==> src/design/dnle_pkg.sv <==
`timescale 1ns / 1ps
// ----------------------------------------------------------------------------
// dnle_pkg: shared types and constants of the DNS name label encoder
// Holds the label limits, the controller state type and the command and
// status groups that join the controller to the datapath.
// ----------------------------------------------------------------------------
package dnle_pkg;

  localparam int STORE_DEPTH = 62;
  localparam int LABEL_MAX   = 62;
  localparam int CNT_W       = 6;
  localparam int IDX_W       = $clog2(STORE_DEPTH);

  localparam logic [7:0] DOT_CHAR = 8'h2E;
  localparam logic [7:0] NAME_END = 8'h00;

  typedef enum logic [1:0] {
    ST_IDLE,
    ST_LEN,
    ST_DATA,
    ST_TERM
  } state_t;

  typedef enum logic [1:0] {
    SEL_LEN,
    SEL_DATA,
    SEL_TERM
  } out_sel_t;

  typedef struct packed {
    logic     accept;
    logic     ld_out;
    out_sel_t sel;
    logic     last;
    logic     idx_inc;
    logic     clr_count;
    logic     clr_ovf;
  } dp_cmd_t;

  typedef struct packed {
    logic flush;
    logic is_end;
    logic end_r;
    logic count_zero;
    logic idx_last;
    logic out_free;
  } dp_status_t;

endpackage

==> src/design/dnle_in_if.sv <==
`timescale 1ns / 1ps
// ----------------------------------------------------------------------------
// dnle_in_if: name character channel
// Valid/ready channel that carries one host name character or an
// end-of-name marker per transaction.
// ----------------------------------------------------------------------------
interface dnle_in_if;
  logic       valid;
  logic       ready;
  logic       op;
  logic [7:0] char_in;

  modport source (output valid, output op, output char_in, input ready);
  modport sink   (input valid, input op, input char_in, output ready);
endinterface

==> src/design/dnle_out_if.sv <==
`timescale 1ns / 1ps
// ----------------------------------------------------------------------------
// dnle_out_if: encoded byte channel
// Valid/ready channel that carries one wire-form byte and its flags per
// transaction.
// ----------------------------------------------------------------------------
interface dnle_out_if;
  logic       valid;
  logic       ready;
  logic [7:0] out_byte;
  logic       run_last;
  logic       name_done;
  logic       label_error;

  modport source (output valid, output out_byte, output run_last,
                  output name_done, output label_error, input ready);
  modport sink   (input valid, input out_byte, input run_last,
                  input name_done, input label_error, output ready);
endinterface

==> src/design/dnle_ctrl.sv <==
`timescale 1ns / 1ps
// ----------------------------------------------------------------------------
// dnle_ctrl: encoder sequencer
// State machine that accepts name characters and walks through the length
// byte, the buffered characters and, for an end-of-name, the terminator.
// ----------------------------------------------------------------------------
module dnle_ctrl (
  input  logic                 clk,
  input  logic                 rst_n,
  input  logic                 in_valid,
  output logic                 in_ready,
  input  dnle_pkg::dp_status_t st,
  output dnle_pkg::dp_cmd_t    cmd
);
  import dnle_pkg::*;

  state_t state_r;
  state_t state_nxt;

  always_ff @(posedge clk) begin
    if (!rst_n) begin
      state_r <= ST_IDLE;
    end else begin
      state_r <= state_nxt;
    end
  end

  always_comb begin
    state_nxt = state_r;
    case (state_r)
      ST_IDLE: begin
        if (in_valid && st.flush) begin
          state_nxt = (st.is_end && st.count_zero) ? ST_TERM : ST_LEN;
        end
      end
      ST_LEN: begin
        if (st.out_free) begin
          if (!st.count_zero) begin
            state_nxt = ST_DATA;
          end else begin
            state_nxt = st.end_r ? ST_TERM : ST_IDLE;
          end
        end
      end
      ST_DATA: begin
        if (st.out_free && st.idx_last) begin
          state_nxt = st.end_r ? ST_TERM : ST_IDLE;
        end
      end
      ST_TERM: begin
        if (st.out_free) begin
          state_nxt = ST_IDLE;
        end
      end
      default: begin
        state_nxt = ST_IDLE;
      end
    endcase
  end

  always_comb begin
    in_ready      = 1'b0;
    cmd           = '0;
    cmd.sel       = SEL_LEN;
    case (state_r)
      ST_IDLE: begin
        in_ready   = 1'b1;
        cmd.accept = in_valid;
      end
      ST_LEN: begin
        cmd.ld_out    = st.out_free;
        cmd.sel       = SEL_LEN;
        cmd.last      = !st.end_r && st.count_zero;
        cmd.clr_count = st.out_free && st.count_zero;
      end
      ST_DATA: begin
        cmd.ld_out    = st.out_free;
        cmd.sel       = SEL_DATA;
        cmd.last      = !st.end_r && st.idx_last;
        cmd.idx_inc   = st.out_free && !st.idx_last;
        cmd.clr_count = st.out_free && st.idx_last;
      end
      ST_TERM: begin
        cmd.ld_out    = st.out_free;
        cmd.sel       = SEL_TERM;
        cmd.last      = 1'b1;
        cmd.clr_count = st.out_free;
        cmd.clr_ovf   = st.out_free;
      end
      default: begin
        in_ready = 1'b0;
      end
    endcase
  end

endmodule

==> src/design/dnle_dp.sv <==
`timescale 1ns / 1ps
// ----------------------------------------------------------------------------
// dnle_dp: encoder datapath
// Label buffer memory, character count, overflow flag, read index and the
// output register that drives the encoded byte channel.
// ----------------------------------------------------------------------------
module dnle_dp (
  input  logic                 clk,
  input  logic                 rst_n,
  input  logic                 in_op,
  input  logic [7:0]           in_char,
  input  dnle_pkg::dp_cmd_t    cmd,
  output dnle_pkg::dp_status_t st,
  dnle_out_if.source           out_chan
);
  import dnle_pkg::*;

  logic [7:0]       store_mem [STORE_DEPTH];
  logic [7:0]       rd_data_r;
  logic [CNT_W-1:0] count_r;
  logic [CNT_W-1:0] count_nxt;
  logic             ovf_r;
  logic             ovf_nxt;
  logic [IDX_W-1:0] idx_r;
  logic [IDX_W-1:0] idx_nxt;
  logic             end_r;
  logic             out_valid_r;
  logic [7:0]       out_byte_r;
  logic             out_last_r;
  logic             out_done_r;
  logic             out_err_r;
  logic [7:0]       byte_sel;
  logic             flush;
  logic             room;
  logic             store_wr;

  assign flush    = in_op || (in_char == DOT_CHAR);
  assign room     = count_r < CNT_W'(LABEL_MAX);
  assign store_wr = cmd.accept && !flush && room;

  always_comb begin
    count_nxt = count_r;
    ovf_nxt   = ovf_r;
    if (cmd.accept && !flush) begin
      if (room) begin
        count_nxt = count_r + CNT_W'(1);
      end else begin
        ovf_nxt = 1'b1;
      end
    end
    if (cmd.clr_count) begin
      count_nxt = '0;
    end
    if (cmd.clr_ovf) begin
      ovf_nxt = 1'b0;
    end
  end

  // The read address runs one step ahead so rd_data_r always holds the entry
  // at idx_r, giving one buffered character per cycle when the output is free.
  always_comb begin
    idx_nxt = idx_r;
    if (cmd.accept && flush) begin
      idx_nxt = '0;
    end else if (cmd.idx_inc) begin
      idx_nxt = idx_r + IDX_W'(1);
    end
  end

  always_ff @(posedge clk) begin
    if (store_wr) begin
      store_mem[count_r[IDX_W-1:0]] <= in_char;
    end
    rd_data_r <= store_mem[idx_nxt];
  end

  always_ff @(posedge clk) begin
    if (!rst_n) begin
      count_r     <= '0;
      ovf_r       <= 1'b0;
      idx_r       <= '0;
      end_r       <= 1'b0;
      out_valid_r <= 1'b0;
    end else begin
      count_r <= count_nxt;
      ovf_r   <= ovf_nxt;
      idx_r   <= idx_nxt;
      if (cmd.accept && flush) begin
        end_r <= in_op;
      end
      if (cmd.ld_out) begin
        out_valid_r <= 1'b1;
      end else if (out_chan.ready) begin
        out_valid_r <= 1'b0;
      end
    end
  end

  always_comb begin
    case (cmd.sel)
      SEL_LEN:  byte_sel = {{(8 - CNT_W){1'b0}}, count_r};
      SEL_DATA: byte_sel = rd_data_r;
      SEL_TERM: byte_sel = NAME_END;
      default:  byte_sel = NAME_END;
    endcase
  end

  always_ff @(posedge clk) begin
    if (cmd.ld_out) begin
      out_byte_r <= byte_sel;
      out_last_r <= cmd.last;
      out_done_r <= (cmd.sel == SEL_TERM);
      out_err_r  <= ovf_r;
    end
  end

  assign out_chan.valid       = out_valid_r;
  assign out_chan.out_byte    = out_byte_r;
  assign out_chan.run_last    = out_last_r;
  assign out_chan.name_done   = out_done_r;
  assign out_chan.label_error = out_err_r;

  assign st.flush      = flush;
  assign st.is_end     = in_op;
  assign st.end_r      = end_r;
  assign st.count_zero = (count_r == '0);
  assign st.idx_last   = ((CNT_W'(idx_r) + CNT_W'(1)) == count_r);
  assign st.out_free   = !out_valid_r || out_chan.ready;

endmodule

==> src/design/dns_name_label_encoder_unit.sv <==
`timescale 1ns / 1ps
// ----------------------------------------------------------------------------
// dns_name_label_encoder_unit: DNS host name to wire-form label encoder
// Turns a dotted host name, one character per transaction, into length
// prefixed labels closed by a zero byte.
// ----------------------------------------------------------------------------
// Usage:
// - in_chan carries one character (op = 0) or an end-of-name marker (op = 1)
//   per transaction. Characters other than the dot are buffered and produce
//   no output.
// - A dot or an end-of-name marker flushes the pending label on out_chan:
//   the length byte, then the buffered characters, one transaction per cycle
//   from the output register while the receiver is ready. A flush holds
//   in_chan.ready low until its last byte is loaded; an end-of-name marker
//   adds the terminating zero, so with nothing pending it sends only that.
//   The length byte is loaded from the ST_LEN state entered on acceptance.
// - The rate is set by the single read port of the label buffer, which
//   delivers one buffered character per cycle unless the output stalls.
// - Characters beyond the label limit are dropped and raise label_error on
//   every byte until the terminator of that name, after which it clears.
// - When the receiver stalls, the output register holds its byte and the
//   sequencer waits; no byte is lost or repeated.
// - Reset (rst_n low, synchronous) empties the label buffer count, clears the
//   error flag and the output valid flag; the buffer contents need no clearing.
// ----------------------------------------------------------------------------
module dns_name_label_encoder_unit (
  input  logic        clk,
  input  logic        rst_n,
  dnle_in_if.sink     in_chan,
  dnle_out_if.source  out_chan
);
  import dnle_pkg::*;

  dp_cmd_t    cmd;
  dp_status_t st;
  logic       ctrl_in_ready;

  // Sequencer: owns the input handshake and steps through each flush.
  dnle_ctrl u_ctrl (
    .clk      (clk),
    .rst_n    (rst_n),
    .in_valid (in_chan.valid),
    .in_ready (ctrl_in_ready),
    .st       (st),
    .cmd      (cmd)
  );

  // Datapath: label buffer, counters and the output register.
  dnle_dp u_dp (
    .clk      (clk),
    .rst_n    (rst_n),
    .in_op    (in_chan.op),
    .in_char  (in_chan.char_in),
    .cmd      (cmd),
    .st       (st),
    .out_chan (out_chan)
  );

  assign in_chan.ready = ctrl_in_ready;

  // The output register is never reloaded while it still holds an untaken byte.
  a_no_overwrite: assert property (@(posedge clk) disable iff (!rst_n)
    cmd.ld_out |-> st.out_free)
    else $error("output register reloaded while its byte was still pending");

  // A flushing item blocks the input channel on the following cycle.
  a_flush_blocks_input: assert property (@(posedge clk) disable iff (!rst_n)
    (in_chan.valid && in_chan.ready && st.flush) |=> !in_chan.ready)
    else $error("input accepted during a label flush");

  // The terminator is always the final byte of its item.
  a_done_is_last: assert property (@(posedge clk) disable iff (!rst_n)
    (out_chan.valid && out_chan.name_done) |-> out_chan.run_last)
    else $error("terminator not marked as final byte");

  // Issuing the terminator leaves the label buffer empty for the next name.
  a_term_clears_count: assert property (@(posedge clk) disable iff (!rst_n)
    (cmd.ld_out && cmd.sel == SEL_TERM) |=> st.count_zero)
    else $error("label count not cleared after terminator");

endmodule
==> src/flat_wrapper.sv <==
// flat-port wrapper written by rule: the top's interface ports become plain ports
module dns_name_label_encoder_unit_flat import dnle_pkg::*;
  (clk, rst_n, in_chan_valid, in_chan_op, in_chan_char_in, in_chan_ready, out_chan_valid, out_chan_out_byte, out_chan_run_last, out_chan_name_done, out_chan_label_error, out_chan_ready);
  dnle_in_if in_chan_i ();
  dnle_out_if out_chan_i ();
  input  logic clk;
  input  logic rst_n;
  input wire logic [$bits(in_chan_i.valid)-1:0] in_chan_valid;
  input wire logic [$bits(in_chan_i.op)-1:0] in_chan_op;
  input wire logic [$bits(in_chan_i.char_in)-1:0] in_chan_char_in;
  output wire logic [$bits(in_chan_i.ready)-1:0] in_chan_ready;
  output wire logic [$bits(out_chan_i.valid)-1:0] out_chan_valid;
  output wire logic [$bits(out_chan_i.out_byte)-1:0] out_chan_out_byte;
  output wire logic [$bits(out_chan_i.run_last)-1:0] out_chan_run_last;
  output wire logic [$bits(out_chan_i.name_done)-1:0] out_chan_name_done;
  output wire logic [$bits(out_chan_i.label_error)-1:0] out_chan_label_error;
  input wire logic [$bits(out_chan_i.ready)-1:0] out_chan_ready;
  assign in_chan_i.valid = in_chan_valid;
  assign in_chan_i.op = in_chan_op;
  assign in_chan_i.char_in = in_chan_char_in;
  assign in_chan_ready = in_chan_i.ready;
  assign out_chan_valid = out_chan_i.valid;
  assign out_chan_out_byte = out_chan_i.out_byte;
  assign out_chan_run_last = out_chan_i.run_last;
  assign out_chan_name_done = out_chan_i.name_done;
  assign out_chan_label_error = out_chan_i.label_error;
  assign out_chan_i.ready = out_chan_ready;
  dns_name_label_encoder_unit u_core (.clk(clk), .rst_n(rst_n), .in_chan(in_chan_i), .out_chan(out_chan_i));
endmodule
==> config.mk <==
export PLATFORM = sky130hd
export DESIGN_NAME = dns_name_label_encoder_unit_flat
export DESIGN_NICKNAME = d
export VERILOG_FILES = /design/src/design/dnle_pkg.sv /design/src/design/dnle_in_if.sv /design/src/design/dnle_out_if.sv /design/src/design/dnle_ctrl.sv /design/src/design/dnle_dp.sv /design/src/design/dns_name_label_encoder_unit.sv /design/src/flat_wrapper.sv
export SDC_FILE = /design/constraint.sdc
export NUM_CORES = 1
export LEC_CHECK = 0
export BUFFER_PORTS_ARGS = -buffer_cell sky130_fd_sc_hd__buf_2
export CORE_MARGIN = 2
export CORE_UTILIZATION = 59
export CTS_CLUSTER_DIAMETER = 30
export DETAILED_ROUTE_END_ITERATION = 7
export PLACE_DENSITY_LB_ADDON = 0.25
export SLEW_MARGIN = 40
export SYNTH_ARGS = -nofsm -noshare
export SYNTH_HDL_FRONTEND = slang
export SYNTH_SLANG_ARGS = --single-unit
==> constraint.sdc <==
create_clock -name clk -period 5 [get_ports clk]
set_input_delay 1 -clock clk [delete_from_list [all_inputs] [get_ports clk]]
set_output_delay 1 -clock clk [all_outputs]
set_load 0.1 [all_outputs]
* Word-level counts from Yosys, hierarchy flattened *
Memories as Yosys holds them, arrays and structs flattened. A register that Yosys moved wholly into a read port is not among the register bits.
Index checks and enable logic that the tools add are counted.

word-level totals
  register bits = 28
  RAM bits = 496
  input bits = 13
  output and inout port bits = 13
  word-level logic and storage cells = 73
  memories = 1

memories
  memory                 depth  bits a word  rd ports  clocked after Yosys merged registers in  wr ports  line           source
  u_core.u_dp.store_mem  62     8            1         1                                        1         dnle_dp.sv:18  logic [7:0] store_mem [STORE_DEPTH];

operators by class
  $add $sub $neg = 2
  magnitude comparators = 1
  equal/unequal tests = 11
  muxes and demuxes = 21
  bitwise logic cells = 2
  reduce and logical (&&, ||, !) cells = 25

operator list
  kind                                                             number
  8-bit case mux with 2 select lines                               1
  2-bit two-way mux                                                7
  6-bit by 1-bit adder with 6-bit output, second input constant    2
  6-bit two-way mux                                                2
  4-bit case mux with 3 select lines                               1
  1-bit logical AND                                                10
  8-bit by 6-bit == test with 1-bit output, second input constant  1
  1-bit two-way mux                                                8
  2-bit inequality test, second input constant                     4
  2-bit case mux with 4 select lines                               1
  2-bit == test, second input constant                             3
  6-bit == test                                                    1
  6-bit logical NOT                                                1
  6-bit < comparator, second input constant                        1
  2-bit by 1-bit == test with 1-bit output, second input constant  2
  1-bit logical NOT                                                4
  2-bit logical NOT                                                2
  2-bit AND reduction                                              2
  4-bit AND reduction                                              1
  2-bit OR reduction                                               2
  1-bit case mux with 3 select lines                               1
  1-bit logical OR                                                 2
  1-bit inverter                                                   2
  2-bit nonzero test                                               1

* Depth between registers and ports, before layout *
  word-level depth = 7
  depth in mapped cells = 15

* Modules after synthesis *
Synthesis repeated with hierarchy kept, for this count alone.

second synthesis, totals
  cells, all modules = 1628
  area total of the unflattened synthesis = 21878.5 um2

by module, submodules not included
  module     instances  cells an instance  area an instance (um2)  sequential area each (um2)
  dnle_dp    1          1595               21635.8                 15685.0
  dnle_ctrl  1          33                 242.7                   40.0

* Least setup slack after synthesis *
Ideal clock, no wire load.

  path type = register to register
  start = register u_core.u_ctrl.state_r[0]
  end = register u_core.u_dp.rd_data_r[6], read port of u_core.u_dp.store_mem
  setup time = 0.079 ns
  arrival time = 3.958 ns
  data required time = 4.921 ns
  path slack = 0.963 ns
  stages on the path, launching flop included = 12
  buffers on the path = 2
  clock period less this slack = 4.037 ns
  cell sequence = dfxtp_1 > clkbuf_1 > nor2_1 > nand2_1 > or2_2 > clkbuf_1 > nand3_1 > o211ai_1 > nand2_1 > o22ai_1 > or4_1 > o211ai_1

between the ends
  word-level cells in the longest chain between the ends = 4
  elaborated cells on any way between the ends = 7
  those cells by class = 1 x eq/ne; 4 x mux; 2 x reduce/logical

ends and longest elaborated chain
  item                                                           line                          source
  start, declared                                                dnle_ctrl.sv:17               state_t state_r;
  start signal, assigned                                         dnle_ctrl.sv:24               state_r <= state_nxt;
  2-bit == test / 2-bit logical NOT (equally long branches)      dnle_ctrl.sv:65               case (state_r)
  1-bit two-way mux                                              dnle_ctrl.sv:65
  6-bit two-way mux / 1-bit logical AND (equally long branches)  dnle_dp.sv:65, dnle_dp.sv:63
  6-bit two-way mux (*)                                          dnle_dp.sv:63                 if (cmd.accept && flush) begin
  end, declared                                                  dnle_dp.sv:19                 logic [7:0] rd_data_r;

Mark *: on every way between the ends. The rest lies on a longest branch, timed or not.
A chain may end at the register's enable or synchronous reset.

* Worst setup path after layout *
  start = register u_core.u_dp.idx_r[2]
  end = register u_core.u_dp.rd_data_r[1], read port of u_core.u_dp.store_mem

between the ends
  word-level cells in the longest chain between the ends = 7

ends and longest elaborated chain
  item                                    line                           source
  start, declared                         dnle_dp.sv:24                  logic [IDX_W-1:0] idx_r;
  start signal, assigned                  dnle_dp.sv:87                  idx_r <= idx_nxt;
  6-bit by 1-bit adder with 6-bit output  dnle_dp.sv:66, dnle_dp.sv:127
  6-bit == test                           dnle_dp.sv:127                 assign st.idx_last = ((CNT_W'(idx_r) + CNT_W'(1)) == count_r);
  1-bit logical NOT                       dnle_ctrl.sv:80                cmd.idx_inc = st.out_free && !st.idx_last;
  1-bit logical AND                       dnle_ctrl.sv:80
  1-bit two-way mux                       dnle_ctrl.sv:65
  6-bit two-way mux (*)                   dnle_dp.sv:65                  end else if (cmd.idx_inc) begin
  6-bit two-way mux (*)                   dnle_dp.sv:63

Marked as above.

==> results_dict.tcl <==
set metrics [dict create \
    synth_top_area_share_pct 71.2 \
    synthCells 1676 \
    diodes 0 \
    async_reset_ff_share_pct 0 \
    reg2reg_setup_slack_ns 0.43 \
    ys_seq_area_share_pct 73.6 \
    pwr-share-comb_pct 3.5 \
    num_io_pins 26 \
    synth_ff_type "edfxtp_1" \
    routed_wl_um 54500 \
    std_cell_rows 69 \
    min_from "u_core.u_dp.ovf_r" \
    grt_pass1_wl_um 82600 \
    clkTransAtPathRegs_ns 0.05 \
    grt_pass1_vias 14000 \
    dieWidth_um 194 \
    finClkSkew_ns 0.0219 \
    setup_tns_ns 0 \
    arrival_ns 5.05 \
    num_vias 14200 \
    timing.final.crit_share_pct 91.4 \
    min_period_ns 4.57 \
    maxCapViolations 0 \
    fp.dieH_um 194 \
    critPathKind "reg -> reg" \
    fin_area_um2 25300 \
    post-place-ws_ns 0.525 \
    rsz0062_at_grt "no" \
    dp_hpwl_um 31000 \
    intPower_mw 9.46 \
    synth_area_leaders "edfxtp_1 71%, nand2_1 7.3%, nand3_1 3.5%" \
    ys_seq_elements 532 \
    crit_path_end_kind "flop" \
    p_switching_mw 2.48 \
    synth-edff-count 507 \
    cts_hold_buf 0 \
    ir_drop_uv 354 \
    cts_made_buffers 93 \
    seqPwrFrac_pct 41.3 \
    synth_top_cell_by_area "edfxtp_1" \
    die_area_um2 37800 \
    antenna_found_initial 1 \
    routed_via_density 6.25 \
    layout_setup_ws_ns 0.428 \
    clock_sinks 532 \
    grt_overflow 0 \
    setup.worst_path.start_class "flop" \
    final_util_pct 71.0 \
    whs_ns 0.448 \
    worstMarginPinSlew_ns 0.859 \
    rr_worst_depth 10 \
    routedWlPerCell_um 24.0 \
    syn2layout_area_growth_pct 18.4 \
    hold_depth 0 \
    hold_path.class "reg -> reg" \
    drtPass1Iterations 7 \
    status "complete, but fails checks" \
    fillers 2267 \
    setup_viol 0 \
    crit_fanout 15 \
    layout.cells.non_filler 2270 \
    drv_slew 0 \
    leakagePower_nw 8.75 \
    placed_cell_area_um2 22000 \
    grt_max_degree 107 \
    core-area_um2 35700 \
    p_per_area_nw_per_um2 472 \
    netlist-cell-type-count 58 \
    drive_gt1_share_pct 12.3 \
    postRouteAntennaNets 0 \
    synthesis.nets 1692 \
    r2r_start "u_core.u_dp.idx_r[2]" \
    cts_tree "built" \
    failed_checks "DRC" \
    cp.required_ns 5.48 \
    clk_path_buf_depth 3 \
    h-tree-depth 3 \
    start_util_pct 59.9 \
    final-hold-violation-count 0 \
    final_nets 1747 \
    min_to "u_core.u_dp.out_chan.label_error" \
    slew_headroom_pct 42.6 \
    yosysWarnings 0 \
    gr-usage-all-layers_pct 29.0 \
    portBuffers 25 \
    r2r_end "u_core.u_dp.rd_data_r[1]" \
    drt_iter0_drc 1678 \
    clkPwrFrac_pct 55.2 \
    cts.repair.resized 0 \
    fmax_mhz 219 \
    gp_congestion 0.865 \
    syn_area_um2 21400 \
    post_cts_buffers 0 \
    syn_area_per_cell_um2 12.8 \
    total_power_mw 11.9 \
    switching_share_pct 20.7 \
    clockRootBuffer "clkbuf_16" \
    clk_latency_ns 0.61 \
    place_inst 2097 \
    drc 2 \
]
kinds of logic (layout without fill, tap and decap cells):
| logic type | count (synthesis) | in the layout | synth area share, % |
|---|---|---|---|
| AND/OR/NAND/NOR | 718 | 718 | 14.3 |
| multiplexers | 17 | 17 | 0.808 |
| AO/OA/AOI/OAI | 287 | 287 | 8.49 |
| buffers and inverters | 106 | 239 | 2.16 |
| adder cells (fa/ha/maj) | 3 | 3 | 0.176 |
| XOR/XNOR | 13 | 13 | 0.533 |
| flip-flops | 532 | 532 | 73.6 |
cell usage in the layout, fill, tap and decap left out, types with 12 or more instances in the layout:
cell type / Yosys / final
nand3_1: 148 / 148
o21ai_0: 19 / 19
nor4_1: 14 / 14
clkinv_2: 0 / 17
a31oi_1: 15 / 15
clkbuf_1: 39 / 12
buf_4: 2 / 26
o22ai_1: 19 / 19
clkinv_1: 0 / 12
mux2i_1: 15 / 14
nor2_1: 91 / 86
clkbuf_16: 0 / 95
a22oi_1: 23 / 23
dfxtp_1: 25 / 25
a32oi_1: 19 / 19
a22o_1: 14 / 14
nand2_1: 417 / 417
edfxtp_1: 507 / 507
bufinv_16: 0 / 19
a21oi_1: 136 / 136
buf_2: 45 / 25
synth_stat cells, types with 10 or more instances:
cell type	instances
a21oi_1	136
a22o_1	14
a22oi_1	23
a31oi_1	15
a32oi_1	19
and2_1	10
buf_1	11
buf_2	45
clkbuf_1	39
dfxtp_1	25
edfxtp_1	507
mux2i_1	15
nand2_1	417
nand3_1	148
nand4_1	10
nor2_1	91
nor4_1	14
o21ai_0	19
o22ai_1	19
xnor2_1	10
cell type report:
class	count	area, µm²	area share (%)
sequential	532	15700	62.1
multi-input combinational	1038	5240	20.7
clock buffer	107	2420	9.57
clock inverter	66	870	3.44
tap	461	577	2.28
timing repair buffer	57	440	1.74
inverter	9	33.8	0.134
how the worst max path moves through the flow:
stage / from / end / slack [ns] / cells past startpoint
finish: u_core.u_dp.idx_r[2] / u_core.u_dp.rd_data_r[1] / 0.43 / 10
global route: u_core.u_dp.idx_r[2] / u_core.u_dp.rd_data_r[5] / 0.21 / 11
CTS: u_core.u_dp.idx_r[2] / u_core.u_dp.rd_data_r[1] / 0.47 / 10
detailed placement: u_core.u_dp.idx_r[2] / u_core.u_dp.rd_data_r[1] / 0.53 / 10
global placement: u_core.u_dp.idx_r[2] / u_core.u_dp.rd_data_r[1] / 0.54 / 10
floorplan: u_core.u_ctrl.state_r[0] / u_core.u_dp.rd_data_r[6] / 0.96 / 11
flip-flops by register name (all words and copies together), names as in the netlist, 2 cells and up:
name	count
u_core.u_dp.store_mem	496
u_core.u_dp.out_chan.out_byte	8
u_core.u_dp.rd_data_r	8
u_core.u_dp.count_r	6
u_core.u_dp.idx_r	6
u_core.u_ctrl.state_r	2
critical path, stage by stage, from the launching register on:
cell,delay (ns)
dfxtp_1,0.65
nand3_1,0.19
or3_1,0.38
a2111o_1,0.56
o21ai_2,0.39
or3_1,0.21
mux2i_1,0.68
nand3_1,0.55
o22ai_1,0.42
nor4_1,0.15
a22o_1,0.24
power by group through the flow:
| stage | registers, mW | clock network, mW | logic (mW) |
|---|---|---|---|
| 2_1_floorplan | 5.05 | 0 | 0.198 |
| 3_3_place_gp | 5.01 | 0 | 0.404 |
| 3_5_place_dp | 5.01 | 0 | 0.412 |
| 4_1_cts | 4.93 | 6.62 | 0.417 |
| 5_1_grt | 4.92 | 6.82 | 0.451 |
| 6_report | 4.93 | 6.59 | 0.421 |
metal layers:
layer,up-vias,part of all wire (%),GRT usage [%]
met1,6915,38,39.3
met2,788,49,47.2
met4,0,3.5,11.4
li1,6342,-,-
met3,136,9.4,5.33
met5,-,0,0
Power figures use the tool's default switching activity.
